[src/rtl/core/mlfq_pkg.sv]
package mlfq_pkg;

   localparam int NUM_LEVELS_DEF  = 3;
   localparam int QUEUE_DEPTH_DEF = 16;

   localparam int OP_W     = 2;
   localparam int TASK_W   = 8;
   localparam int LVL_W    = 2;
   localparam int STATUS_W = 2;
   localparam int SLICE_W  = 8;
   localparam int MASK_W   = 3;
   localparam int CSR_IDX_W = 2;

   localparam int REQ_DATA_W = 16;
   localparam int RSP_DATA_W = 24;

   localparam logic [OP_W-1:0] OP_ENQUEUE = 2'd0;
   localparam logic [OP_W-1:0] OP_DEQUEUE = 2'd1;
   localparam logic [OP_W-1:0] OP_SERVE   = 2'd2;

   localparam logic [STATUS_W-1:0] ST_OK        = 2'd0;
   localparam logic [STATUS_W-1:0] ST_BAD_LEVEL = 2'd1;
   localparam logic [STATUS_W-1:0] ST_FULL      = 2'd2;
   localparam logic [STATUS_W-1:0] ST_NONE      = 2'd3;

   localparam logic [CSR_IDX_W-1:0] REG_SLICE_ZERO = 2'd0;
   localparam logic [CSR_IDX_W-1:0] REG_SLICE_ONE  = 2'd1;
   localparam logic [CSR_IDX_W-1:0] REG_SLICE_TWO  = 2'd2;

   localparam logic [SLICE_W-1:0] SLICE_ZERO_RST = 8'd2;
   localparam logic [SLICE_W-1:0] SLICE_ONE_RST  = 8'd4;
   localparam logic [SLICE_W-1:0] SLICE_TWO_RST  = 8'd8;

   typedef struct packed {
      logic [STATUS_W-1:0] status;
      logic                served;
      logic [LVL_W-1:0]    level;
      logic [SLICE_W-1:0]  slice;
      logic [MASK_W-1:0]   empty_mask;
   } stage_type;

endpackage

[src/rtl/core/mlfq_ram.sv]
module mlfq_ram #(
   parameter int WIDTH = 8,
   parameter int DEPTH = 48
) (
   input  logic                     clock,
   input  logic                     wr_en,
   input  logic [$clog2(DEPTH)-1:0] wr_addr,
   input  logic [WIDTH-1:0]         wr_data,
   input  logic                     rd_en,
   input  logic [$clog2(DEPTH)-1:0] rd_addr,
   output logic [WIDTH-1:0]         rd_data
);

   logic [WIDTH-1:0] mem_ff [0:DEPTH-1];
   logic [WIDTH-1:0] rd_data_ff;

   always_ff @(posedge clock) begin
      if (wr_en) begin
         mem_ff[wr_addr] <= wr_data;
      end
      if (rd_en) begin
         rd_data_ff <= mem_ff[rd_addr];
      end
   end

   assign rd_data = rd_data_ff;

endmodule

[src/rtl/core/multilevel_feedback_queue_scheduler.sv]
// Three-level feedback queue scheduler. Each priority level (0 is the highest)
// is a ring FIFO of task identifiers held in one shared task RAM. A request is
// an enqueue on a level, a dequeue from a level, or a serve of the oldest task
// of the highest-priority non-empty level; every request gives one response
// with a status, the served task and level, that level's time slice and a mask
// of the levels left empty. One request is taken per clock cycle. The level
// pointers, the task RAM read and the response fields are registered at the
// transfer edge, and the output register takes them when the stage register
// moves on. The input stalls only while both registers hold responses that
// the receiver has not taken. The user must write the slice registers through
// the CSR port only while no request is in flight; the block does not enforce
// it, and the task RAM needs no clearing after reset.
module multilevel_feedback_queue_scheduler #(
   parameter int NUM_LEVELS  = mlfq_pkg::NUM_LEVELS_DEF,
   parameter int QUEUE_DEPTH = mlfq_pkg::QUEUE_DEPTH_DEF
) (
   input  logic                                  clock,
   input  logic                                  reset,
   input  logic                                  req_tvalid,
   output logic                                  req_tready,
   // op [1:0], task_id [9:2], level [11:10], zero [15:12]
   input  logic [mlfq_pkg::REQ_DATA_W-1:0]       req_tdata,
   output logic                                  rsp_tvalid,
   input  logic                                  rsp_tready,
   // status [1:0], served_task [9:2], served_level [11:10],
   // slice_length [19:12], empty_mask [22:20], zero [23]
   output logic [mlfq_pkg::RSP_DATA_W-1:0]       rsp_tdata,
   input  logic                                  csr_valid,
   output logic                                  csr_ready,
   input  logic [mlfq_pkg::CSR_IDX_W-1:0]        csr_index,
   input  logic [mlfq_pkg::SLICE_W-1:0]          csr_data
);

   import mlfq_pkg::*;

   localparam int HEAD_W = $clog2(QUEUE_DEPTH);
   localparam int CNT_W  = $clog2(QUEUE_DEPTH + 1);
   localparam int SUM_W  = CNT_W + 1;
   localparam int RAM_DEPTH = NUM_LEVELS * QUEUE_DEPTH;
   localparam int ADDR_W = $clog2(RAM_DEPTH);

   logic [HEAD_W-1:0]  head_ff [0:NUM_LEVELS-1];
   logic [HEAD_W-1:0]  head_in [0:NUM_LEVELS-1];
   logic [CNT_W-1:0]   fill_ff [0:NUM_LEVELS-1];
   logic [CNT_W-1:0]   fill_in [0:NUM_LEVELS-1];
   logic [SLICE_W-1:0] slice_zero_ff, slice_one_ff, slice_two_ff;

   logic               s1_valid_ff;
   stage_type          s1_ff, s1_in;
   logic               rsp_valid_ff;
   logic [RSP_DATA_W-1:0] rsp_data_ff;

   logic [OP_W-1:0]    req_op;
   logic [TASK_W-1:0]  req_task;
   logic [LVL_W-1:0]   req_level;
   logic               accept, s1_move;
   logic               do_push, do_pop;
   logic [LVL_W-1:0]   target, serve_level;
   logic               serve_found;
   logic [HEAD_W-1:0]  sel_head;
   logic [CNT_W-1:0]   sel_fill;
   logic [ADDR_W-1:0]  sel_base;
   logic [SUM_W-1:0]   slot_sum;
   logic [HEAD_W-1:0]  wr_slot;
   logic [SUM_W-1:0]   next_sum;
   logic [HEAD_W-1:0]  next_head;
   logic               level_ok;
   logic [TASK_W-1:0]  ram_rd_data;
   logic [ADDR_W-1:0]  wr_addr, rd_addr;

   assign req_op    = req_tdata[1:0];
   assign req_task  = req_tdata[9:2];
   assign req_level = req_tdata[11:10];

   assign s1_move    = s1_valid_ff && (!rsp_valid_ff || rsp_tready);
   assign req_tready = !s1_valid_ff || s1_move;
   assign accept     = req_tvalid && req_tready;
   assign csr_ready  = 1'b1;

   always_comb begin
      serve_found = 1'b0;
      serve_level = '0;
      for (int i = NUM_LEVELS - 1; i >= 0; i--) begin
         if (fill_ff[i] != '0) begin
            serve_found = 1'b1;
            serve_level = LVL_W'(i);
         end
      end

      target = (req_op == OP_SERVE) ? serve_level : req_level;
      level_ok = (32'(req_level) < NUM_LEVELS);

      sel_head = '0;
      sel_fill = '0;
      sel_base = '0;
      for (int i = 0; i < NUM_LEVELS; i++) begin
         if (target == LVL_W'(i)) begin
            sel_head = head_ff[i];
            sel_fill = fill_ff[i];
            sel_base = ADDR_W'(i * QUEUE_DEPTH);
         end
      end

      do_push = 1'b0;
      do_pop  = 1'b0;
      s1_in.status = ST_OK;
      case (req_op)
         OP_ENQUEUE: begin
            if (!level_ok) begin
               s1_in.status = ST_BAD_LEVEL;
            end else if (sel_fill == CNT_W'(QUEUE_DEPTH)) begin
               s1_in.status = ST_FULL;
            end else begin
               do_push = 1'b1;
            end
         end
         OP_DEQUEUE: begin
            if (!level_ok) begin
               s1_in.status = ST_BAD_LEVEL;
            end else if (sel_fill == '0) begin
               s1_in.status = ST_NONE;
            end else begin
               do_pop = 1'b1;
            end
         end
         OP_SERVE: begin
            if (serve_found) begin
               do_pop = 1'b1;
            end else begin
               s1_in.status = ST_NONE;
            end
         end
         default: s1_in.status = ST_BAD_LEVEL;
      endcase

      slot_sum = SUM_W'(sel_head) + SUM_W'(sel_fill);
      if (slot_sum >= SUM_W'(QUEUE_DEPTH)) begin
         slot_sum = slot_sum - SUM_W'(QUEUE_DEPTH);
      end
      wr_slot = slot_sum[HEAD_W-1:0];

      next_sum = SUM_W'(sel_head) + SUM_W'(1);
      if (next_sum >= SUM_W'(QUEUE_DEPTH)) begin
         next_sum = '0;
      end
      next_head = next_sum[HEAD_W-1:0];

      wr_addr = sel_base + ADDR_W'(wr_slot);
      rd_addr = sel_base + ADDR_W'(sel_head);

      for (int i = 0; i < NUM_LEVELS; i++) begin
         head_in[i] = head_ff[i];
         fill_in[i] = fill_ff[i];
         if (accept && target == LVL_W'(i)) begin
            if (do_push) begin
               fill_in[i] = fill_ff[i] + CNT_W'(1);
            end else if (do_pop) begin
               fill_in[i] = fill_ff[i] - CNT_W'(1);
               head_in[i] = next_head;
            end
         end
      end

      s1_in.empty_mask = '1;
      for (int i = 0; i < NUM_LEVELS; i++) begin
         s1_in.empty_mask[i] = (fill_in[i] == '0);
      end

      s1_in.served = do_pop;
      s1_in.level  = do_pop ? target : '0;
      s1_in.slice  = '0;
      if (do_pop) begin
         case (target)
            REG_SLICE_ZERO: s1_in.slice = slice_zero_ff;
            REG_SLICE_ONE:  s1_in.slice = slice_one_ff;
            REG_SLICE_TWO:  s1_in.slice = slice_two_ff;
            default:        s1_in.slice = '0;
         endcase
      end
   end

   mlfq_ram #(
      .WIDTH (TASK_W),
      .DEPTH (RAM_DEPTH)
   ) u_task_ram (
      .clock   (clock),
      .wr_en   (accept && do_push),
      .wr_addr (wr_addr),
      .wr_data (req_task),
      .rd_en   (accept && do_pop),
      .rd_addr (rd_addr),
      .rd_data (ram_rd_data)
   );

   always_ff @(posedge clock) begin
      if (reset) begin
         for (int i = 0; i < NUM_LEVELS; i++) begin
            head_ff[i] <= '0;
            fill_ff[i] <= '0;
         end
         slice_zero_ff <= SLICE_ZERO_RST;
         slice_one_ff  <= SLICE_ONE_RST;
         slice_two_ff  <= SLICE_TWO_RST;
         s1_valid_ff   <= 1'b0;
         rsp_valid_ff  <= 1'b0;
      end else begin
         for (int i = 0; i < NUM_LEVELS; i++) begin
            head_ff[i] <= head_in[i];
            fill_ff[i] <= fill_in[i];
         end
         if (csr_valid) begin
            case (csr_index)
               REG_SLICE_ZERO: slice_zero_ff <= csr_data;
               REG_SLICE_ONE:  slice_one_ff  <= csr_data;
               REG_SLICE_TWO:  slice_two_ff  <= csr_data;
               default: ;
            endcase
         end
         if (accept) begin
            s1_valid_ff <= 1'b1;
         end else if (s1_move) begin
            s1_valid_ff <= 1'b0;
         end
         if (s1_move) begin
            rsp_valid_ff <= 1'b1;
         end else if (rsp_tready) begin
            rsp_valid_ff <= 1'b0;
         end
      end
   end

   always_ff @(posedge clock) begin
      if (accept) begin
         s1_ff <= s1_in;
      end
      if (s1_move) begin
         rsp_data_ff <= {1'b0, s1_ff.empty_mask, s1_ff.slice, s1_ff.level,
                         (s1_ff.served ? ram_rd_data : TASK_W'(0)), s1_ff.status};
      end
   end

   assign rsp_tvalid = rsp_valid_ff;
   assign rsp_tdata  = rsp_data_ff;

endmodule

[config.mk]
export PLATFORM = sky130hd
export DESIGN_NAME = multilevel_feedback_queue_scheduler
export DESIGN_NICKNAME = d
export VERILOG_FILES = /design/src/rtl/core/mlfq_pkg.sv /design/src/rtl/core/mlfq_ram.sv /design/src/rtl/core/multilevel_feedback_queue_scheduler.sv
export SDC_FILE = /design/constraint.sdc
export NUM_CORES = 1
export LEC_CHECK = 0
export ABC_CLOCK_PERIOD_IN_PS = 12200
export BUFFER_PORTS_ARGS = -buffer_cell sky130_fd_sc_hd__buf_4
export CAP_MARGIN = 25
export CORE_ASPECT_RATIO = 1.75
export CORE_UTILIZATION = 31
export DETAILED_ROUTE_END_ITERATION = 8
export SYNTH_ARGS = -nofsm -noshare
export SYNTH_HDL_FRONTEND = slang
export SYNTH_SLANG_ARGS = --single-unit
[constraint.sdc]
create_clock -name clock -period 12.2 [get_ports clock]
set_clock_uncertainty 0.2 [all_clocks]
set_input_delay 2.44 -clock clock [delete_from_list [all_inputs] [get_ports clock]]
set_output_delay 2.44 -clock clock [all_outputs]
set_load 0.02 [all_outputs]
==> flow_metrics.py, run 1 <==
metrics = {
    "final_layout": {
        "stdcell_area_um2": 22100,
        "drive_gt1_frac": 0.177,
        "fin_util": 0.354,
        "syn2layout_area_growth_pct": 12.6,
        "nNetsFinal": 1270,
        "antennaDiodeCount": 0,
    },
    "route": {
        "dr.max_layer_used": "met4",
        "wl_met2_um": 24800,
        "drtIter0Drc": 861,
        "first_pass_iters": 7,
        "finalWirelength_um": 43800,
        "wl_met1_um": 15100,
        "met3_length_um": 1710,
        "drc": 0,
        "detail-route-antenna-nets": 0,
        "via_per_inst": 5.05,
        "wl_per_cell_um": 21.4,
        "num_vias": 10300,
    },
    "die": {
        "die_w_um": 192,
        "ios": 58,
        "die_area_um2": 64300,
        "die_h_um": 335,
        "std_cell_rows": 121,
        "core_um2": 62400,
        "initial_utilization": 0.314,
    },
    "yosys": {
        "synth_common_cells": "edfxtp_1 (431), nor2_1 (124), mux4_2 (88)",
        "synth_top_cell_area_share": 0.660,
        "avgSynthCellArea_um2": 16.7,
        "synth_edf_count": 431,
        "syn_area_um2": 19600,
        "async_flop_share": 0,
        "syn-num-nets": 1229,
        "ys_ff_latch": 484,
        "yosysTopAreaCell": "edfxtp_1",
        "yosys_warnings": 0,
        "synth_area_leaders": "edfxtp_1 (66%), mux4_2 (10%), dfxtp_1 (5.4%)",
        "postSynthCellCount": 1174,
        "netlist-cell-type-count": 65,
        "yosys.cell_count.top_type": "edfxtp_1",
        "synthFlopType": "edfxtp_1",
        "synth_seq_area_share": 0.714,
    },
    "clocking": {
        "cts-hold-fix-buffers": 0,
        "root_buffer": "clkbuf_16",
        "path_clk_slew_ns": 0.06,
        "clk-insertion-delay-late_ns": 0.56,
        "clockBufferDepth": 3,
        "cts_resized": 0,
        "clock-sinks": 484,
        "cts_setup_buffers": 0,
        "cts_buffers": 41,
        "h-tree-depth": 2,
        "cts_tree": "done",
    },
    "grt": {
        "track_usage": 0.139,
        "grt_max_degree": 61,
        "grt_overflow": 0,
        "grt_pass1_wl_um": 66500,
        "grt_pass1_vias": 10800,
        "antenna_found_initial": 0,
    },
    "timing": {
        "tightest_slew_ns": 0.998,
        "min_period_ns": 8.24,
        "drv_slew": 0,
        "relSlewSlack": 0.334,
        "rsz0062_at_grt": "no",
        "fin_tns_setup_ns": 0,
        "hold-worst-slack_ns": 0.217,
        "fmax_ghz": 0.121,
        "finalHoldViolations": 0,
        "finalSetupViolations": 0,
        "fin_crit_sh": 0.676,
    },
    "worst_setup_path": {
        "crit_top_cell": "ha_1",
        "path_cells": "buf_4, inv_1, ha_1, nor2b_1, a31oi_1, ha_1, and3b_1, a21oi_1, o21a_1, clkinv_2, ha_1, a21o_1, a21oi_1, xnor2_1, xor2_1, nand2_1, nor2_1",
        "rr_startpoint": "fill_ff[0][10]$_SDFF_PP0_",
        "crit_type": "in2reg",
        "end_kind": "register",
        "timing.rr.end": "u_task_ram.mem_ff[11][5]$_DFFE_PP_",
        "crit_slowest_cell": "ha_1",
        "rr_worst_depth": 16,
        "critPathLaunchType": "input port",
        "cp_data_arrival_time_ns": 8.23,
        "required_ns": 12.19,
        "cp-startpoint": "req_tdata[0]",
        "critPathMaxStageDelay_ns": 0.92,
        "crit_fanout": 42,
        "rrSetupSlack_ns": 5.00,
    },
    "placed_design": {
        "hpwl_um": 29500,
        "gp_congestion": 0.889,
        "port-buffer-count": 51,
        "place_area_um2": 20800,
    },
    "flow_run": {
        "maxCapViolCount": 0,
    },
    "power": {
        "power.total_mw": 3.36,
        "power_density_nw_per_um2": 152,
        "max-vdd-ir-drop_v": 0.000112,
        "leakagePower_nw": 6.93,
    },
    "status": {
        "status": "finished clean",
    },
    "hold_path": {
        "holdPathStages": 0,
        "holdPathEnd": "rsp_tdata[11]$_DFFE_PP_",
        "hp-class": "reg2reg",
        "hold_start": "s1_ff[12]$_SDFFCE_PP0P_",
    },
}
flip-flops by register name, summed over array words and instances (netlist names):
register and cells:
u_task_ram.rd_data 8, fill_ff 15, rsp_tvalid 1, slice_zero_ff 8
s1_valid_ff 1, u_task_ram.mem_ff 384, s1_ff 16, slice_two_ff 8
rsp_tdata 23, head_ff 12, slice_one_ff 8
cells by family after synthesis:
family | count (synthesis) | synth area share
AND/OR/NAND/NOR | 298 | 0.0695
AO/OA/AOI/OAI | 130 | 0.0489
adder cells (fa/ha/maj) | 24 | 0.0157
other | 2 | 0.000383
buffers and inverters | 82 | 0.0182
XOR/XNOR | 22 | 0.00982
multiplexers | 132 | 0.124
flip-flops | 484 | 0.714
worst max-delay path by stage:
stage	endpoint	slack (ns)
after floorplan	u_task_ram.mem_ff[38][0]$_DFFE_PP_	5.09
after global placement	u_task_ram.mem_ff[33][4]$_DFFE_PP_	3.42
after detailed placement	u_task_ram.mem_ff[11][4]$_DFFE_PP_	3.29
after CTS	u_task_ram.mem_ff[11][3]$_DFFE_PP_	3.87
after global routing	u_task_ram.mem_ff[11][5]$_DFFE_PP_	3.61
final	u_task_ram.mem_ff[11][5]$_DFFE_PP_	3.96
routing by layer:
layer  GRT usage  vias up
li1            -     4668
met1       0.145     5280
met2       0.268      283
met3      0.0162       91
met4      0.0705        0
met5           0        -
final cells by class:
type	count	area, um2
clock inverters	23	234
flip-flops and latches	484	14000
clock buffers	48	1050
fillers	5837	40300
well taps	799	1000
multi-input cells	608	5270
inverters	20	81.3
repair buffers	60	450
per-stage QoR:
step | std cells | worst slack, ns
final | 2042 | 3.96
after global routing | 2042 | 3.61
after CTS | 2042 | 3.87
after detailed placement | 1971 | 3.29
after global placement | 1971 | 3.42
after floorplan | 1174 | 5.09
cell usage in the layout, fill, tap and decap left out, types with 4 or more instances in the layout:
cell type and count:
and3b_1 4, clkbuf_1 7, mux2i_1 44, inv_1 17, clkinv_2 9, and2_1 11, clkinv_1 6, nor3_1 10
o22ai_1 7, nor2_1 124, nor2b_1 6, nand3b_1 8, mux4_2 88, o21ai_0 8, xnor2_1 15, a211oi_1 6
o211ai_1 8, xor2_1 7, nand3_1 28, a22oi_1 20, clkbuf_16 41, a21oi_1 27, nand2_1 80, ha_1 23
a32oi_1 7, edfxtp_1 431, a222oi_1 8, a31oi_1 6, dfxtp_1 53, a32o_1 8, buf_4 60
power breakdown:
| part | switching, mW | internal [mW] | leakage, nW |
|---|---|---|---|
| Clock | 0.587 | 0.688 | 0.625 |
| Sequential | 0.0106 | 1.82 | 4.33 |
| Combinational | 0.158 | 0.0925 | 1.97 |
| Total | 0.756 | 2.60 | 6.93 |
critical path: cells and delay by family:
kind                       cells  cell delay (ns)
adders and majority gates      3             1.77
buffers and inverters          3             0.93
and+or+nand+nor                4             1.36
AOI/OAI and AO/OA              5             1.24
xor gates and xnor gates       2             0.48
No activity file was read; power rests on OpenSTA's default activity.
==> run 2, diff against run 1 <==
--- a/config.mk
+++ b/config.mk
@@ -5,7 +5,8 @@
 export SDC_FILE = /design/constraint.sdc
 export NUM_CORES = 1
 export LEC_CHECK = 0
-export ABC_CLOCK_PERIOD_IN_PS = 12200
+export ABC_AREA = 1
+export ABC_CLOCK_PERIOD_IN_PS = 6800
 export BUFFER_PORTS_ARGS = -buffer_cell sky130_fd_sc_hd__buf_4
 export CAP_MARGIN = 25
 export CORE_ASPECT_RATIO = 1.75
==> constraint.sdc (replaced) <==
create_clock -name clock -period 6.8 [get_ports clock]
set_clock_uncertainty 0.2 [all_clocks]
set_input_delay 1.36 -clock clock [delete_from_list [all_inputs] [get_ports clock]]
set_output_delay 1.36 -clock clock [all_outputs]
set_load 0.02 [all_outputs]
==> run 2 against run 1 <==
Effect of this change:
- synthesized cell count up 46%
- design area increased by 4.6%
- sequential power is 80% higher
- global-route usage grew 1.1 points
- combinational power grew 110%
- sequential share of layout area shrank 2.8 points
- clock power rose by 71%
==> flow_metrics.py, run 2 <==
metrics = {
    "final_layout": {
        "regMostFlops": "u_task_ram.mem_ff",
        "mostFrequentLayoutCells": "edfxtp_1 (431), nor2_1 (241), nand2_1 (199)",
        "syn2layout_area_growth_pct": 12.9,
        "drive_gt1_frac": 0.131,
        "nNetsFinal": 1820,
        "antennaDiodeCount": 0,
        "fin_util": 0.354,
        "largest_reg_flops": 384,
        "final_common_cell": "edfxtp_1",
    },
    "hold_path": {
        "hp-class": "reg2reg",
        "holdPathStages": 0,
    },
    "grt": {
        "track_usage": 0.150,
        "antenna_found_initial": 0,
        "grt_max_degree": 203,
        "grt_pass1_vias": 13400,
        "grt_pass1_wl_um": 77100,
        "grt_overflow": 0,
    },
    "worst_setup_path": {
        "cp_data_arrival_time_ns": 5.68,
        "timing.rr.end": "u_task_ram.mem_ff[2][2]$_DFFE_PP_",
        "crit_fanout": 22,
        "end_kind": "register",
        "rr_worst_depth": 18,
        "endpoint": "u_task_ram.mem_ff[2][2]$_DFFE_PP_",
        "rr_startpoint": "fill_ff[0][5]$_SDFF_PP0_",
        "critPathLaunchType": "input port",
        "cp-startpoint": "req_tdata[0]",
        "required_ns": 6.79,
        "crit_type": "in2reg",
        "rrSetupSlack_ns": 1.46,
    },
    "clocking": {
        "clk-insertion-delay-late_ns": 0.57,
        "h-tree-depth": 2,
        "cts-hold-fix-buffers": 0,
        "clockBufferDepth": 3,
        "root_buffer": "clkbuf_16",
        "cts_buffers": 41,
        "path_clk_slew_ns": 0.07,
        "cts_tree": "done",
        "cts_resized": 0,
        "cts_setup_buffers": 0,
        "clock-sinks": 484,
    },
    "die": {
        "die_h_um": 342,
        "die_w_um": 196,
        "initial_utilization": 0.313,
        "ios": 58,
        "std_cell_rows": 124,
        "die_area_um2": 67100,
        "core_um2": 65300,
    },
    "route": {
        "finalWirelength_um": 50400,
        "drc": 0,
        "num_vias": 13200,
        "detail-route-antenna-nets": 0,
        "via_per_inst": 4.92,
        "drtIter0Drc": 850,
        "wl_per_cell_um": 18.8,
        "first_pass_iters": 5,
    },
    "yosys": {
        "yosysTopAreaCell": "edfxtp_1",
        "async_flop_share": 0,
        "netlist-cell-type-count": 46,
        "synthFlopType": "edfxtp_1",
        "yosys_warnings": 0,
        "ys_ff_latch": 484,
        "synth_top_cell_area_share": 0.632,
        "postSynthCellCount": 1709,
        "synth_area_leaders": "edfxtp_1 (63%), dfxtp_1 (5.2%), nor2_1 (4.4%)",
        "syn-num-nets": 1764,
        "avgSynthCellArea_um2": 12.0,
        "synth_seq_area_share": 0.684,
        "syn_area_um2": 20500,
        "synth_common_cells": "edfxtp_1 (431), nor2_1 (241), nand2_1 (199)",
        "yosys.cell_count.top_type": "edfxtp_1",
        "synth_edf_count": 431,
    },
    "placed_design": {
        "hpwl_um": 31900,
        "gp_congestion": 0.884,
        "port-buffer-count": 51,
    },
    "power": {
        "power_density_nw_per_um2": 260,
        "leakagePower_nw": 7.76,
        "max-vdd-ir-drop_v": 0.000155,
    },
    "timing": {
        "tightest_slew_ns": 1.01,
        "finalHoldViolations": 0,
        "finalSetupViolations": 0,
        "fin_crit_sh": 0.836,
        "rsz0062_at_grt": "no",
        "fmax_ghz": 0.176,
        "min_period_ns": 5.69,
        "drv_slew": 0,
        "relSlewSlack": 0.327,
        "fin_tns_setup_ns": 0,
    },
    "status": {
        "status": "finished clean",
    },
    "flow_run": {
        "maxCapViolCount": 0,
    },
}
[run 2: cell types whose count changed in the layout (fill, tap and decap cells not counted), moves of 29 or more]
cell	change
o21ai_0	+138
o211ai_1	+105
buf_4	+48
o221ai_1	+39
inv_1	+48
nand3_1	+74
mux2i_1	-44
nor2_1	+117
nand2_1	+119
or2_0	+29
mux4_2	-88
[run 2: worst max-delay path, stage by stage]
cell	delay, ns
buf_4	0.12
inv_1	0.07
ha_1	0.25
nor2_1	0.07
a31oi_1	0.43
inv_1	0.18
ha_1	0.26
inv_2	0.40
nand3_1	0.16
nand2_1	0.16
ha_1	0.17
inv_1	0.06
fa_1	0.44
xor2_1	0.28
inv_1	0.09
nor2_1	0.14
nand2_1	0.36
nor2_1	0.68
[run 2: final cells by class]
cell class | instances | area (um2)
Timing Repair Buffer | 110 | 851
Inverter | 77 | 297
Tap cell | 882 | 1100
Sequential cell | 484 | 14000
Multi-Input combinational cell | 1051 | 5650
Clock buffer | 49 | 1060
Fill cell | 6305 | 42200
Clock inverter | 25 | 144
[run 2: cell families after synthesis]
family / count (synthesis) / synth area share
buffers and inverters: 174 / 0.0405
xor gates and xnor gates: 5 / 0.00214
adders and majority gates: 24 / 0.0150
other: 2 / 0.000367
and+or+nand+nor: 656 / 0.145
AOI/OAI and AO/OA: 364 / 0.113
DFF: 484 / 0.684
[run 2: worst min-delay path by stage]
stage,slack (ns),start,to
2_1_floorplan,0.20,s1_ff[14]$_DFFE_PP_,rsp_tdata[0]$_DFFE_PP_
3_3_place_gp,0.20,s1_ff[11]$_SDFFCE_PP0P_,rsp_tdata[10]$_DFFE_PP_
3_5_place_dp,0.20,s1_ff[11]$_SDFFCE_PP0P_,rsp_tdata[10]$_DFFE_PP_
4_1_cts,0.22,s1_ff[1]$_DFFE_PP_,rsp_tdata[21]$_DFFE_PP_
5_1_grt,0.23,s1_ff[6]$_SDFFCE_PP0P_,rsp_tdata[15]$_DFFE_PP_
6_report,0.22,s1_ff[6]$_SDFFCE_PP0P_,rsp_tdata[15]$_DFFE_PP_
[run 2: where the power goes]
part / leakage (nW) / switching (mW) / internal (mW)
Sequential: 4.33 / 0.0157 / 3.28
Clock: 0.573 / 1.07 / 1.12
Combinational: 2.86 / 0.385 / 0.148
[run 2: metrics by stage]
| step | instances | power (mW) | worst slack [ns] | hold WS, ns | area, um2 |
|---|---|---|---|---|---|
| 2_1_floorplan | 1709 | 3.69 | 1.37 | 0.200 | 20500 |
| 3_3_place_gp | 2604 | 3.88 | 0.792 | 0.203 | 21900 |
| 3_5_place_dp | 2604 | 3.89 | 0.631 | 0.205 | 21900 |
| 4_1_cts | 2678 | 6.07 | 1.19 | 0.223 | 23100 |
| 5_1_grt | 2678 | 6.21 | 0.801 | 0.226 | 23100 |
| 6_report | 2678 | 6.02 | 1.11 | 0.223 | 23100 |
[run 2: metal layers]
layer | GRT usage | share of wire
met1 | 0.150 | 0.35
met2 | 0.294 | 0.56
met3 | 0.0171 | 0.039
met4 | 0.0861 | 0.052
met5 | 0 | 0
==> run 3, diff against run 2 <==
--- a/config.mk
+++ b/config.mk
@@ -6,7 +6,7 @@
 export NUM_CORES = 1
 export LEC_CHECK = 0
 export ABC_AREA = 1
-export ABC_CLOCK_PERIOD_IN_PS = 6800
+export ABC_CLOCK_PERIOD_IN_PS = 5200
 export BUFFER_PORTS_ARGS = -buffer_cell sky130_fd_sc_hd__buf_4
 export CAP_MARGIN = 25
 export CORE_ASPECT_RATIO = 1.75
==> constraint.sdc (replaced) <==
create_clock -name clock -period 5.2 [get_ports clock]
set_clock_uncertainty 0.2 [all_clocks]
set_input_delay 1.04 -clock clock [delete_from_list [all_inputs] [get_ports clock]]
set_output_delay 1.04 -clock clock [all_outputs]
set_load 0.02 [all_outputs]
==> run 3 against run 2 <==
Effect of this change:
- via count up 0.80%
- first-iteration DRC count rose by 29%
- power grew 34%
- setup slack got worse by 0.51 ns
- critical endpoint is now u_task_ram.mem_ff[31][1]$_DFFE_PP_
- largest power group unchanged
==> flow_metrics.py, run 3 (synthesis results as in run 2) <==
metrics = {
    "status": {
        "status": "finished clean",
    },
    "die": {
        "die_area_um2": 67100,
        "std_cell_rows": 124,
        "core_um2": 65300,
        "die_w_um": 196,
        "ios": 58,
        "initial_utilization": 0.313,
        "die_h_um": 342,
    },
    "hold_path": {
        "hp-class": "reg2reg",
    },
    "timing": {
        "drv_slew": 0,
        "fin_crit_sh": 0.884,
        "fmax_ghz": 0.217,
        "rsz0062_at_grt": "no",
        "fin_ws_ns": 0.602,
        "relSlewSlack": 0.494,
        "min_period_ns": 4.60,
        "finalHoldViolations": 0,
        "finalSetupViolations": 0,
        "tightest_slew_ns": 0.760,
        "hold-worst-slack_ns": 0.217,
        "fin_tns_setup_ns": 0,
    },
    "final_layout": {
        "final_common_cell": "edfxtp_1",
        "nNetsFinal": 1862,
        "antennaDiodeCount": 0,
        "fin_util": 0.361,
        "mostFrequentLayoutCells": "edfxtp_1 (431), nor2_1 (241), nand2_1 (199)",
        "syn2layout_area_growth_pct": 15.4,
        "drive_gt1_frac": 0.150,
        "fillers": 6250,
        "largest_reg_flops": 384,
        "fin_cells": 2721,
        "stdcell_area_um2": 23600,
        "regMostFlops": "u_task_ram.mem_ff",
    },
    "flow_run": {
        "maxCapViolCount": 0,
    },
    "clocking": {
        "clk-insertion-delay-late_ns": 0.57,
        "h-tree-depth": 2,
        "clock-sinks": 484,
        "root_buffer": "clkbuf_16",
        "cts_setup_buffers": 0,
        "clockBufferDepth": 3,
        "path_clk_slew_ns": 0.07,
        "cts_buffers": 42,
        "cts_tree": "done",
        "cts-hold-fix-buffers": 0,
        "cts_resized": 0,
    },
    "grt": {
        "antenna_found_initial": 0,
        "grt_max_degree": 121,
        "grt_pass1_wl_um": 77300,
        "grt_pass1_vias": 13500,
        "grt_overflow": 0,
        "track_usage": 0.150,
    },
    "placed_design": {
        "place_inst": 2645,
        "gp_congestion": 0.886,
        "pre_cts_ws_ns": 0.0194,
        "place_area_um2": 22300,
        "hpwl_um": 32700,
        "port-buffer-count": 51,
    },
    "worst_setup_path": {
        "critPathMaxStageDelay_ns": 0.32,
        "crit_fanout": 12,
        "crit_type": "reg2reg",
        "cp_data_arrival_time_ns": 4.65,
        "critPathLaunchType": "register",
        "crit_slowest_cell": "dfxtp_1",
        "end_kind": "register",
        "path_cells": "inv_1, ha_1, nand3_1, nor2_1, a31oi_1, buf_4, inv_1, ha_1, inv_2, buf_4, o21ai_4, inv_2, ha_1, nand2_1, o21ai_0, xor2_1, or2_1, nand2_1, nand2_1, nor2_1, buf_4",
        "required_ns": 5.26,
    },
    "route": {
        "first_pass_iters": 6,
        "detail-route-antenna-nets": 0,
        "num_vias": 13300,
        "drc": 0,
        "wl_per_cell_um": 18.5,
        "via_per_inst": 4.88,
        "drtIter0Drc": 1099,
        "finalWirelength_um": 50400,
    },
    "power": {
        "power.total_mw": 8.07,
        "power_density_nw_per_um2": 342,
        "leakagePower_nw": 8.07,
        "max-vdd-ir-drop_v": 0.000187,
    },
}
-- run 3: cell count changes in the layout (fill, tap and decap cells not counted), sizes merged --
cell,delta
clkinv,-5
buf,+41
clkinvlp,-6
bufinv,+2
inv,+1
clkbuf,+10
-- run 3: cell type report --
cell class                 instances  area [um2]  share of cell area
sequential                       484       14000               0.593
timing repair buffer             151        1250              0.0528
clock buffer                      59        1150              0.0489
multi-input combinational       1051        5650               0.239
tap                              882        1100              0.0467
inverter                          77         297              0.0126
clock inverter                    17         155             0.00657
-- run 3: power breakdown --
| group | leakage (nW) | internal [mW] | switching, mW |
|---|---|---|---|
| Clock | 0.640 | 1.66 | 1.38 |
| Sequential | 4.33 | 4.28 | 0.0202 |
| Combinational | 3.09 | 0.218 | 0.504 |
| Total | 8.07 | 6.16 | 1.90 |
-- run 3: worst max-delay path, delay by kind of cell, from the launching register on --
family | cells | cell delay (ns)
AND/OR/NAND/NOR | 7 | 1.27
buffers and inverters | 7 | 1.12
adder cells (fa/ha/maj) | 3 | 0.79
AO/OA/AOI/OAI | 3 | 0.39
flip-flops | 1 | 0.32
XOR/XNOR | 1 | 0.18
-- run 3: path summary, 6_finish.rpt --
kind | startpoint | to | slack (ns) | cells after the start
hold / removal | s1_ff[10]$_SDFFCE_PP0P_ | rsp_tdata[19]$_DFFE_PP_ | 0.22 | 0
setup / recovery | fill_ff[0][5]$_SDFF_PP0_ | u_task_ram.mem_ff[31][1]$_DFFE_PP_ | 0.60 | 21
setup reg to reg | fill_ff[0][5]$_SDFF_PP0_ | u_task_ram.mem_ff[31][1]$_DFFE_PP_ | 0.60 | 21
hold reg to reg | s1_ff[10]$_SDFFCE_PP0P_ | rsp_tdata[19]$_DFFE_PP_ | 0.22 | 0
-- run 3: metal layers --
| metal | vias up | share of wire | track usage |
|---|---|---|---|
| met5 | - | 0 | 0 |
| met4 | 0 | 0.055 | 0.0892 |
| met3 | 121 | 0.041 | 0.0153 |
| met2 | 386 | 0.55 | 0.294 |
| met1 | 6427 | 0.35 | 0.151 |
| li1 | 6356 | - | - |
